### src/hdl/tsr_pkg.sv
package tsr_pkg;

  typedef enum logic [1:0] {
    FUNC_PUSH   = 2'd0,
    FUNC_POP    = 2'd1,
    FUNC_REMOVE = 2'd2,
    FUNC_NONE   = 2'd3
  } func_t;

  typedef enum logic [1:0] {
    ST_OK        = 2'd0,
    ST_EMPTY     = 2'd1,
    ST_NOT_FOUND = 2'd2,
    ST_FULL      = 2'd3
  } status_t;

  typedef enum logic [1:0] {
    S_IDLE,
    S_POP,
    S_SEARCH,
    S_SHIFT
  } state_t;

endpackage

### src/hdl/tsr_ram.sv
module tsr_ram #(
  parameter int WIDTH = 16,
  parameter int DEPTH = 64,
  localparam int AW = $clog2(DEPTH)
) (
  input  logic             clk,
  input  logic             we,
  input  logic [AW-1:0]    waddr,
  input  logic [WIDTH-1:0] wdata,
  input  logic [AW-1:0]    raddr,
  output logic [WIDTH-1:0] rdata
);

  logic [WIDTH-1:0] mem [DEPTH];

  always_ff @(posedge clk) begin
    if (we) begin
      mem[waddr] <= wdata;
    end
    rdata <= mem[raddr];
  end

endmodule

### src/hdl/tag_stack_with_remove_top.sv
// Channel   Ports                             Handshake
// --------  --------------------------------  ------------------------------------
// command   func, tag                         taken when start is high, busy low
// result    status, out_tag, depth_now        valid for one cycle while done high
//
// Push completes from idle; pop returns the top entry from S_POP. Remove searches
// from the top in S_SEARCH, then moves each entry above the match down in S_SHIFT
// one at a time, as the store has a single read and a single write port.
// The result appears the cycle after the transaction completes.
// Reset empties the stack at once; stored tags are not cleared.
// The receiver cannot stall; busy holds off new commands.
module tag_stack_with_remove_top #(
  parameter int DEPTH    = 64,
  parameter int TAG_BITS = 16,
  localparam int AW = $clog2(DEPTH),
  localparam int CW = $clog2(DEPTH + 1)
) (
  input  logic                clk,
  input  logic                rst,
  input  logic                start,
  output logic                busy,
  input  logic [1:0]          func,
  input  logic [TAG_BITS-1:0] tag,
  output logic                done,
  output logic [1:0]          status,
  output logic [TAG_BITS-1:0] out_tag,
  output logic [CW-1:0]       depth_now
);

  tsr_pkg::state_t state, state_next;

  logic [CW-1:0]       count, count_next;
  logic [TAG_BITS-1:0] key, key_next;
  logic [AW-1:0]       ridx, ridx_next;
  logic [AW-1:0]       widx, widx_next;
  logic                done_next;
  logic [1:0]          status_next;
  logic [TAG_BITS-1:0] out_tag_next;
  logic [CW-1:0]       depth_now_next;

  logic                we;
  logic [AW-1:0]       waddr;
  logic [TAG_BITS-1:0] wdata;
  logic [AW-1:0]       raddr;
  logic [TAG_BITS-1:0] rdata;

  logic [CW-1:0]       ridx_up;
  logic [CW-1:0]       widx_up2;
  logic [CW-1:0]       count_dn;

  tsr_ram #(
    .WIDTH (TAG_BITS),
    .DEPTH (DEPTH)
  ) u_ram (
    .clk   (clk),
    .we    (we),
    .waddr (waddr),
    .wdata (wdata),
    .raddr (raddr),
    .rdata (rdata)
  );

  assign busy     = (state != tsr_pkg::S_IDLE);
  assign ridx_up  = CW'(ridx) + CW'(1);
  assign widx_up2 = CW'(widx) + CW'(2);
  assign count_dn = count - CW'(1);

  always_ff @(posedge clk) begin
    if (rst) begin
      state     <= tsr_pkg::S_IDLE;
      count     <= '0;
      done      <= 1'b0;
      status    <= tsr_pkg::ST_OK;
      out_tag   <= '0;
      depth_now <= '0;
    end else begin
      state     <= state_next;
      count     <= count_next;
      done      <= done_next;
      status    <= status_next;
      out_tag   <= out_tag_next;
      depth_now <= depth_now_next;
    end
    key  <= key_next;
    ridx <= ridx_next;
    widx <= widx_next;
  end

  always_comb begin
    state_next     = state;
    count_next     = count;
    key_next       = key;
    ridx_next      = ridx;
    widx_next      = widx;
    done_next      = 1'b0;
    status_next    = status;
    out_tag_next   = out_tag;
    depth_now_next = depth_now;
    we             = 1'b0;
    waddr          = widx;
    wdata          = rdata;
    raddr          = '0;

    case (state)
      tsr_pkg::S_IDLE: begin
        if (start) begin
          key_next = tag;
          case (tsr_pkg::func_t'(func))
            tsr_pkg::FUNC_PUSH: begin
              done_next    = 1'b1;
              out_tag_next = '0;
              if (count == CW'(DEPTH)) begin
                status_next = tsr_pkg::ST_FULL;
              end else begin
                we          = 1'b1;
                waddr       = count[AW-1:0];
                wdata       = tag;
                count_next  = count + CW'(1);
                status_next = tsr_pkg::ST_OK;
              end
            end
            tsr_pkg::FUNC_POP: begin
              if (count == '0) begin
                done_next    = 1'b1;
                status_next  = tsr_pkg::ST_EMPTY;
                out_tag_next = '0;
              end else begin
                raddr      = count_dn[AW-1:0];
                count_next = count_dn;
                state_next = tsr_pkg::S_POP;
              end
            end
            tsr_pkg::FUNC_REMOVE: begin
              if (count == '0) begin
                done_next    = 1'b1;
                status_next  = tsr_pkg::ST_EMPTY;
                out_tag_next = '0;
              end else begin
                raddr      = count_dn[AW-1:0];
                ridx_next  = count_dn[AW-1:0];
                state_next = tsr_pkg::S_SEARCH;
              end
            end
            default: begin
              done_next    = 1'b1;
              status_next  = tsr_pkg::ST_OK;
              out_tag_next = '0;
            end
          endcase
        end
      end

      tsr_pkg::S_POP: begin
        done_next    = 1'b1;
        status_next  = tsr_pkg::ST_OK;
        out_tag_next = rdata;
        state_next   = tsr_pkg::S_IDLE;
      end

      tsr_pkg::S_SEARCH: begin
        if (rdata == key) begin
          out_tag_next = rdata;
          if (ridx_up == count) begin
            count_next  = count_dn;
            done_next   = 1'b1;
            status_next = tsr_pkg::ST_OK;
            state_next  = tsr_pkg::S_IDLE;
          end else begin
            raddr      = ridx_up[AW-1:0];
            widx_next  = ridx;
            state_next = tsr_pkg::S_SHIFT;
          end
        end else if (ridx == '0) begin
          done_next    = 1'b1;
          status_next  = tsr_pkg::ST_NOT_FOUND;
          out_tag_next = '0;
          state_next   = tsr_pkg::S_IDLE;
        end else begin
          raddr     = ridx - AW'(1);
          ridx_next = ridx - AW'(1);
        end
      end

      tsr_pkg::S_SHIFT: begin
        // move the entry above down into the gap
        we    = 1'b1;
        waddr = widx;
        wdata = rdata;
        if (widx_up2 == count) begin
          count_next  = count_dn;
          done_next   = 1'b1;
          status_next = tsr_pkg::ST_OK;
          state_next  = tsr_pkg::S_IDLE;
        end else begin
          raddr     = widx_up2[AW-1:0];
          widx_next = widx + AW'(1);
        end
      end

      default: begin
        state_next = tsr_pkg::S_IDLE;
      end
    endcase

    if (done_next) begin
      depth_now_next = count_next;
    end
  end

endmodule

### config.mk
export PLATFORM = sky130hd
export DESIGN_NAME = tag_stack_with_remove_top
export DESIGN_NICKNAME = d
export VERILOG_FILES = /design/src/hdl/tsr_pkg.sv /design/src/hdl/tsr_ram.sv /design/src/hdl/tag_stack_with_remove_top.sv
export SDC_FILE = /design/constraint.sdc
export NUM_CORES = 1
export LEC_CHECK = 0
export BUFFER_PORTS_ARGS = -buffer_cell sky130_fd_sc_hd__buf_4
export CORE_MARGIN = 2
export CORE_UTILIZATION = 39
export CTS_CLUSTER_SIZE = 16
export DETAILED_ROUTE_END_ITERATION = 6
export GPL_TIMING_DRIVEN = 0
export SLEW_MARGIN = 10
export SYNTH_ARGS = -nofsm -noshare
export SYNTH_HDL_FRONTEND = slang
export SYNTH_SLANG_ARGS = --single-unit
### constraint.sdc
create_clock -name clk -period 4 [get_ports clk]
set_input_delay 0.6 -clock clk [delete_from_list [all_inputs] [get_ports clk]]
set_output_delay 0.6 -clock clk [all_outputs]
set_load 0.005 [all_outputs]
After elaboration in Yosys (flattened, before gate mapping) --
Memories as Yosys holds them, arrays and structs flattened. A register that Yosys moved wholly into a read port is not among the register bits. Index checks and enable logic that the tools add are counted.
Cells by class: reduce and logical (&&, ||, !) cells 15, order comparisons 0, shift-type cells 0, multipliers 0, add/subtract/negate cells 6, eq/ne operators 24, multiplexer cells 71, div/mod/pow operators 0, bitwise gates (word level) 0
Operators by type and width (number):
- 16-bit two-way mux | 9
- 6-bit two-way mux | 19
- 16-bit one-hot mux with 3 select lines | 1
- 7-bit two-way mux | 6
- 2-bit two-way mux | 13
- 6-bit one-hot mux with 2 select lines | 2
- 7-bit one-hot mux with 3 select lines | 1
- 6-bit one-hot mux with 3 select lines | 1
- 16-bit == test | 1
- 2-bit != test, second input constant | 8
- 2-bit one-hot mux with 4 select lines | 2
- 3-bit != test, second input constant | 5
- 7-bit == test | 2
- 7-bit one-hot mux with 2 select lines | 1
- 1-bit two-way mux | 12
- 6-bit AND reduction | 2
- 2-bit one-hot mux with 2 select lines | 2
- 4-bit AND reduction | 2
- 6-bit by 1-bit adder with 7-bit output, second input constant | 1
- 6-bit by 2-bit adder with 7-bit output, second input constant | 1
- 7-bit by 1-bit adder with 7-bit output, second input constant | 1
- 7-bit == test, second input constant | 1
- 7-bit logical NOT | 1
- 7-bit by 1-bit subtractor with 7-bit output, second input constant | 1
- other kinds (15) | 21
Storage, ports and cells: register bits after elaboration 63, memories 1, RAM bits 1024, latch bits 0, bits in read-only memories 0, logic and storage cells 126, output and inout port bits 27, input bits 21
Memory list:
- u_ram.mem | depth 64, width 16, read ports 1, clocked after memory_dff 1, write ports 1, RTL line tsr_ram.sv:14 | logic [WIDTH-1:0] mem [DEPTH];

Depth between registers and ports, before layout --
Gate-level depths: netlist (run 1).
depth in word-level cells 7, mapped depth 19, gate-level depth less buffers 13

Modules after synthesis --
Synthesis (run 1) repeated with hierarchy kept, for this count alone.
Second synthesis, totals: cells, all modules 2324, area total of the unflattened synthesis 44410.1 µm²
By module, submodules not included:
- tsr_ram | times used 1, sequential area each 31069.8 µm², cells an instance 1828, area an instance 40019.6 µm²
- tag_stack_with_remove_top | times used 1, sequential area each 1541.5 µm², cells an instance 496, area an instance 4390.5 µm²

Worst setup path before layout (run 1) --
No wires, ideal clock.
path type reg-to-reg, start point register count[1], end point register u_ram.rdata[13], read port of u_ram.mem, data required time 3912 ps, setup time 88 ps, cell stages (with the launch flop) 17, buffers on the path 4, arrival 3364 ps, slack 548 ps, cell sequence dfxtp_1 buf_2 inv_1 ha_1 nand2b_1 nand4b_1 buf_1 ha_1 a221oi_4 o221a_1 buf_4 nor2_2 buf_4 a32oi_1 o211ai_1 or4_1 nor4_2
On the way: word-level cells in the longest chain between the ends 5, elaborated cells on any way between the ends 11, classes of those cells 1 x add/sub; 2 x eq/ne; 7 x mux; 1 x reduce/logical
RTL lines:
- from (decl) | RTL line tag_stack_with_remove_top.sv:32 | logic [CW-1:0] count, count_next;
- from (signal assigned) | RTL line tag_stack_with_remove_top.sv:78 | count <= count_next;
- 7-bit by 1-bit subtractor with 7-bit output or 7-bit logical NOT (tied branches) | RTL line tag_stack_with_remove_top.sv:66, tag_stack_with_remove_top.sv:123, tag_stack_with_remove_top.sv:134
- 6-bit two-way mux | RTL line tag_stack_with_remove_top.sv:123, tag_stack_with_remove_top.sv:134
- 6-bit two-way mux
- 6-bit two-way mux | RTL line tag_stack_with_remove_top.sv:106 | if (start) begin
- 6-bit one-hot mux with 3 select lines * | RTL line tag_stack_with_remove_top.sv:104 | case (state)
- to (decl) | RTL line tsr_ram.sv:11 | output logic [WIDTH-1:0] rdata
Mark *: on every way between the ends. The rest lies on a longest branch, timed or not. A chain may end at the register's enable or synchronous reset.

Worst setup path in the final report (run 1) --
start point register key[4], end point register u_ram.rdata[12], read port of u_ram.mem
On the way: word-level cells in the longest chain between the ends 3
RTL lines:
- from (decl) | RTL line tag_stack_with_remove_top.sv:33 | logic [TAG_BITS-1:0] key, key_next;
- from (signal assigned) | RTL line tag_stack_with_remove_top.sv:84 | key <= key_next;
- 16-bit == test | RTL line tag_stack_with_remove_top.sv:161 | if (rdata == key) begin
- 6-bit two-way mux | RTL line tag_stack_with_remove_top.sv:161
- 6-bit one-hot mux with 3 select lines | RTL line tag_stack_with_remove_top.sv:104
No other way between the ends.

==> flow_summary.ini, run 1 <==
[pwr]
p_total_mw = 38.9
power_density_nw_per_um2 = 685
ir_drop_mv = 0.486
total_leakage_power_nw = 19.1

[synthesis]
syn_inst = 3384
postSynthAreaPerCell_um2 = 13.3
synthArstFlopShare = 0
yosys.area.top_type = edfxtp_1
yosysTopAreaCellShare = 0.701
synthTopCellsByArea = edfxtp_1 (70%), nand2_1 (5.3%), a21oi_1 (2.4%)
synth-edff-count = 1052
synth_cell_type_count = 78
synth.most_common_cell = edfxtp_1
ys_ff_latch = 1103
syn_area_um2 = 45000
seq_area_frac_synth = 0.724
synth_nets = 3421
synth_ff_type = edfxtp_1
synth_warnings = 0
synthTopCellsByCount = edfxtp_1 (1,052), nand2_1 (636), a21oi_1 (216)

[floorplanning]
die_h_um = 344
initial_core_util = 0.393
rows = 124
io_pins = 48
die_area_um2 = 118000
core_region_area_um2 = 115000
die_x_um = 344

[setup_path]
required_ps = 4650
r2r-start = key[4]
cp_slowest_cell = a21oi_4
rrSetupSlack_ps = -90
worstSetupEndpointType = flip-flop
critPathMaxFanout = 7
worst_r2r_path_depth = 18
crit_arrival_ps = 4740
path_cells = xnor2_2 > nand4_1 > nor4_4 > buf_4 > and2_4 > buf_6 > nand3b_1 > buf_6 > a21oi_4 > buf_12 > buf_16 > buf_12 > clkbuf_16 > nand2_1 > a32oi_2 > o22ai_2 > nor3_4 > and4_2
critPathLaunch = key[4]
r2r-end = u_ram.rdata[12]
path_buf_inv = 7
critPathKind = flip-flop to flip-flop
critical-path-max-stage-delay_ps = 450
path_delay_family = simple AND/OR/NAND/NOR gates
crit_path_start_kind = flip-flop

[global_route]
grt_pass1_vias = 29900
grt_max_degree = 65
antenna_found_initial = 8
grt.overflow.total = 0
grt_pass1_wl_um = 228000
grt_util_all_layers = 0.274

[routing]
drc_errors = 0
routedWlPerCell_um = 31.2
drt-initial-drc-count = 5431
routed_wl_um = 167000
viasPerCell = 6.08
first_pass_iters = 6
ant_nets = 0
vias = 32400

[layout]
final_util = 0.497
synthToLayoutAreaGrowth_pct = 26.3
fill_cells = 9644
fin_nets = 3764
drive_gt1_frac = 0.256

[clocking]
clockBufferDepth = 3
cts_sinks = 1103
cts_buffers = 113
clkLatencyLatePin_ps = 720
root_buffer = clkbuf_16
ctsHoldBuffers = 0
h-tree-depth = 3
clk_pin_slew_ps = 60
cts_tree = yes

[placement]
io_buffers = 45
place_ws_ps = -2160
dp_hpwl_um = 113000
globalplace.congestion = 1.02

[sta]
hold_viol = 0
setup_ws_ps = -93.9
worst_pin_slew_ps = 1180
slew_headroom = 0.195
fin_worst_skew_ps = 53.6
fin_crit_sh = 1.02
holdWs_ps = 76.6
max_freq_ghz = 0.244
rsz0062_at_grt = yes
period_needed_ps = 4090
setup_viol = 11
slew_violations = 0

[flow_run]
maxCapViolations = 0

[status]
violations = setup timing
status = finished, violations left

[min_path]
hold_path_depth = 1
min_to = key[4]
min_from = tag[4]
hold_class = primary input to flip-flop
[kinds of logic after synthesis]
group / after synthesis / synth area share
multiplexers: 109 / 0.0254
AO/OA/AOI/OAI: 655 / 0.0924
buffers and inverters: 242 / 0.0251
AND/OR/NAND/NOR: 1211 / 0.119
adder cells (fa/ha/maj): 16 / 0.00444
flip-flops: 1103 / 0.724
XOR/XNOR: 48 / 0.00975
[state kept, by name, summed over array words and instances (netlist names)]
name / cells
count: 7
done: 1
u_ram.mem: 1024
ridx: 6
widx: 6
state: 2
key: 16
u_ram.rdata: 16
status: 2
out_tag: 16
depth_now: 7
[cells in the final DEF, fill, tap and decap left out, types with 19 or more instances in the layout]
master / instances
edfxtp_1: 1052
nand2_1: 609
a21oi_1: 189
buf_4: 159
nand3_1: 127
clkbuf_16: 125
o21ai_0: 119
nor2_1: 97
buf_8: 75
nor3_1: 73
mux2i_1: 67
dfxtp_1: 51
clkbuf_1: 50
buf_6: 46
or3_1: 44
buf_12: 44
nor2_2: 43
xnor2_1: 34
and3_1: 34
o22ai_1: 34
nor2_4: 32
a32oi_1: 32
o22ai_2: 32
a22oi_1: 31
clkbuf_4: 29
clkbuf_2: 24
buf_2: 23
nand2_2: 22
nor3_4: 22
clkinv_1: 22
a32oi_2: 20
a21oi_2: 19
[power by group]
part	leakage [nW]	total (mW)	internal, mW	switching [mW]
clock network	1.76	10.4	5.87	4.53
registers	9.84	14.7	14.5	0.167
logic	7.54	13.8	4.28	9.56
total	19.1	38.9	24.7	14.3
[how the worst max path moves through the flow]
| stage | to | cells after the start |
|---|---|---|
| floorplan | u_ram.rdata[13] | 16 |
| global placement | u_ram.rdata[5] | 13 |
| detailed placement | u_ram.rdata[5] | 13 |
| CTS | u_ram.mem[39][5] | 12 |
| global route | u_ram.rdata[12] | 18 |
| finish | u_ram.rdata[12] | 18 |
[what timing repair did]
action                      CTS  global route
setup endpoints to repair  1150           944
cloned                        1             8
setup buffers                32            67
pin swaps                    56            59
gates resized for setup     567           264
[area by class of cell]
class,instances,area [um^2],area share
Sequential cell,1103,32600,0.573
Multi-Input combinational cell,2039,13800,0.242
Clock buffer,147,3080,0.0542
Timing Repair Buffer,229,2730,0.0480
Buffer,223,2150,0.0378
Tap cell,1512,1890,0.0333
Clock inverter,56,542,0.00952
Inverter,18,81.3,0.00143
Antenna cell,4,10.0,0.000176
[metrics by stage]
step                cells  TNS [ps]  cell area, um^2
floorplan            3384         0            45000
global placement     4941  -1368340            47300
detailed placement   5017   -314420            48800
CTS                  5253     -2820            55100
global route         5329      -942            56900
finish               5331      -486            56900
[per-layer routing]
metal | vias to the layer above | part of all wire | global-route usage
li1 | 13500 | - | -
met1 | 16100 | 0.37 | 0.365
met2 | 2370 | 0.43 | 0.402
met3 | 459 | 0.14 | 0.0859
met4 | 4 | 0.057 | 0.142
met5 | - | 0.00017 | 0
Note: power is estimated with default switching activity, not from simulation.
==> run 2: changes to the inputs <==
==> constraint.sdc (replaced) <==
create_clock -name clk -period 4.95 [get_ports clk]
set_input_delay 0.7425 -clock clk [delete_from_list [all_inputs] [get_ports clk]]
set_output_delay 0.7425 -clock clk [all_outputs]
set_load 0.005 [all_outputs]
==> run 2 against run 1 <==
Net effect: the flow finishes with violations (DRC); wire length shrank 3.0%; global-route usage decreased by 0.38 points; fmax decreased by 17%; hold slack better by 140 ps; sequential cell count unchanged; sequential power decreased by 19%; register-to-register slack gained 140 ps; clock skew fell by 2.6 ps; critical path depth fell by 2; critical endpoint is now u_ram.rdata[6].
==> flow_summary.ini, run 2 (synthesized netlist as in run 1, its figures left out) <==
[setup_path]
worstSetupEndpointType = flip-flop
crit_path_start_kind = flip-flop
crit_arrival_ps = 5550
cp_slowest_cell = a2111oi_2
path_cells = buf_2 > inv_2 > ha_1 > nand2b_1 > nand4b_1 > buf_2 > ha_1 > a221oi_4 > o221ai_4 > buf_2 > buf_2 > clkbuf_4 > a2bb2oi_1 > o22ai_1 > a2111oi_2 > and3_4
cpMostUsedCell = buf_2
path_delay_family = compound AO/OA/AOI/OAI gates
required_ps = 5600
critPathMaxFanout = 10
path_buf_inv = 6
critical-path-max-stage-delay_ps = 610
critPathKind = flip-flop to flip-flop

[sta]
setup_viol = 0
worst_pin_slew_ps = 1170
tns_ps = 0
fin_crit_sh = 0.991
fin_worst_skew_ps = 51.0
period_needed_ps = 4910
rsz0062_at_grt = no
slew_violations = 0
max_freq_ghz = 0.204
setup_ws_ps = 44.1
hold_viol = 0
slew_headroom = 0.200

[routing]
drc_errors = 6
ant_nets = 0
routed_wl_um = 162000
vias = 31700
viasPerCell = 6.07
drt-initial-drc-count = 5198
routedWlPerCell_um = 30.9
first_pass_iters = 7

[min_path]
hold_class = primary input to flip-flop

[floorplanning]
initial_core_util = 0.393
io_pins = 48
core_region_area_um2 = 115000
rows = 124
die_area_um2 = 118000
die_h_um = 344
die_x_um = 344

[pwr]
p_total_mw = 29.5
ir_drop_mv = 0.384
total_leakage_power_nw = 17.8
power_density_nw_per_um2 = 556

[placement]
globalplace.congestion = 1.02
dp_hpwl_um = 113000
place_ws_ps = -1210
io_buffers = 45
dp.cells = 5017

[layout]
fin_nets = 3663
top_register = u_ram.mem
largest_register_ffs = 1024
layout_commonest_cell = edfxtp_1
layout_common_cells = edfxtp_1 (1,052), nand2_1 (635), a21oi_1 (209)
drive_gt1_frac = 0.167
fin_cells = 5229
synthToLayoutAreaGrowth_pct = 17.7

[global_route]
antenna_found_initial = 14
grt_pass1_wl_um = 224000
grt.overflow.total = 0
grt_max_degree = 65
grt_util_all_layers = 0.270
grt_pass1_vias = 29500

[clocking]
cts_tree = yes
root_buffer = clkbuf_16
clk_pin_slew_ps = 60
h-tree-depth = 3
clockBufferDepth = 3
cts_buffers = 113
clkLatencyLatePin_ps = 720
cts_sinks = 1103

[flow_run]
maxCapViolations = 0

[status]
status = finished, violations left
violations = DRC
## run 2: cell types whose count changed in the layout (fill, tap and decap cells not counted), moves of 31 or more
cell and change:
buf_4 -75, buf_2 +57, buf_6 -41, o22ai_1 +37, buf_12 -36, o22ai_2 -32
nor2_4 -31
## run 2: stage by stage
step	hold WS, ps	area (um^2)	util
after detailed placement	469	48800	0.426
after CTS	196	52800	0.461
final	221	53000	0.463
after floorplan	470	45000	-
after global routing	209	53000	0.463
after global placement	466	47300	0.413
## run 2: final cells by class
class	count	area [um^2]
inverters	18	67.6
plain buffers	224	1180
repair buffers	127	1690
multi-input cells	2039	11900
well taps	1512	1890
fillers	10100	61500
clock buffers	147	3080
diodes	3	7.51
clock inverters	56	542
flip-flops and latches	1103	32600
## run 2: worst paths after layout
check	startpoint	end	slack, ps	cells past startpoint
worst max-delay path	count[1]	u_ram.rdata[6]	40	16
worst min-delay path	tag[11]	key[11]	220	1
worst max register to register	count[1]	u_ram.rdata[6]	40	16
worst min register to register	depth_now[0]	depth_now[0]	480	2
## run 2: repair_timing
action	4_1_cts	5_1_grt
gates resized for setup	92	73
hold buffers	0	0
endpoints found under the setup margin	16	15
pin swaps	5	2
gates cloned	0	0
setup buffers	3	3
## run 2: layer usage
| metal | track usage | vias to the layer above | share of wire | wire length (um) |
|---|---|---|---|---|
| met5 | 0 | - | 0.00078 | 126 |
| met4 | 0.141 | 16 | 0.060 | 9660 |
| met3 | 0.0870 | 453 | 0.14 | 23100 |
| met2 | 0.395 | 2234 | 0.42 | 68700 |
| met1 | 0.359 | 15800 | 0.37 | 60100 |
| li1 | - | 13300 | - | - |
## run 2: worst register-to-register path, stage by stage, from the launching register on
cell and delay, ps:
dfxtp_1 310, buf_2 200, inv_2 150, ha_1 250, nand2b_1 120, nand4b_1 250
buf_2 230, ha_1 230, a221oi_4 320, o221ai_4 290, buf_2 300, buf_2 260
clkbuf_4 300, a2bb2oi_1 300, o22ai_1 360, a2111oi_2 620, and3_4 340
## run 2: report_power, final
| part | total [mW] | internal, mW | switching [mW] |
|---|---|---|---|
| logic | 9.20 | 2.18 | 7.02 |
| clock network | 8.38 | 4.74 | 3.64 |
| registers | 11.9 | 11.7 | 0.132 |
| total | 29.5 | 18.7 | 10.8 |
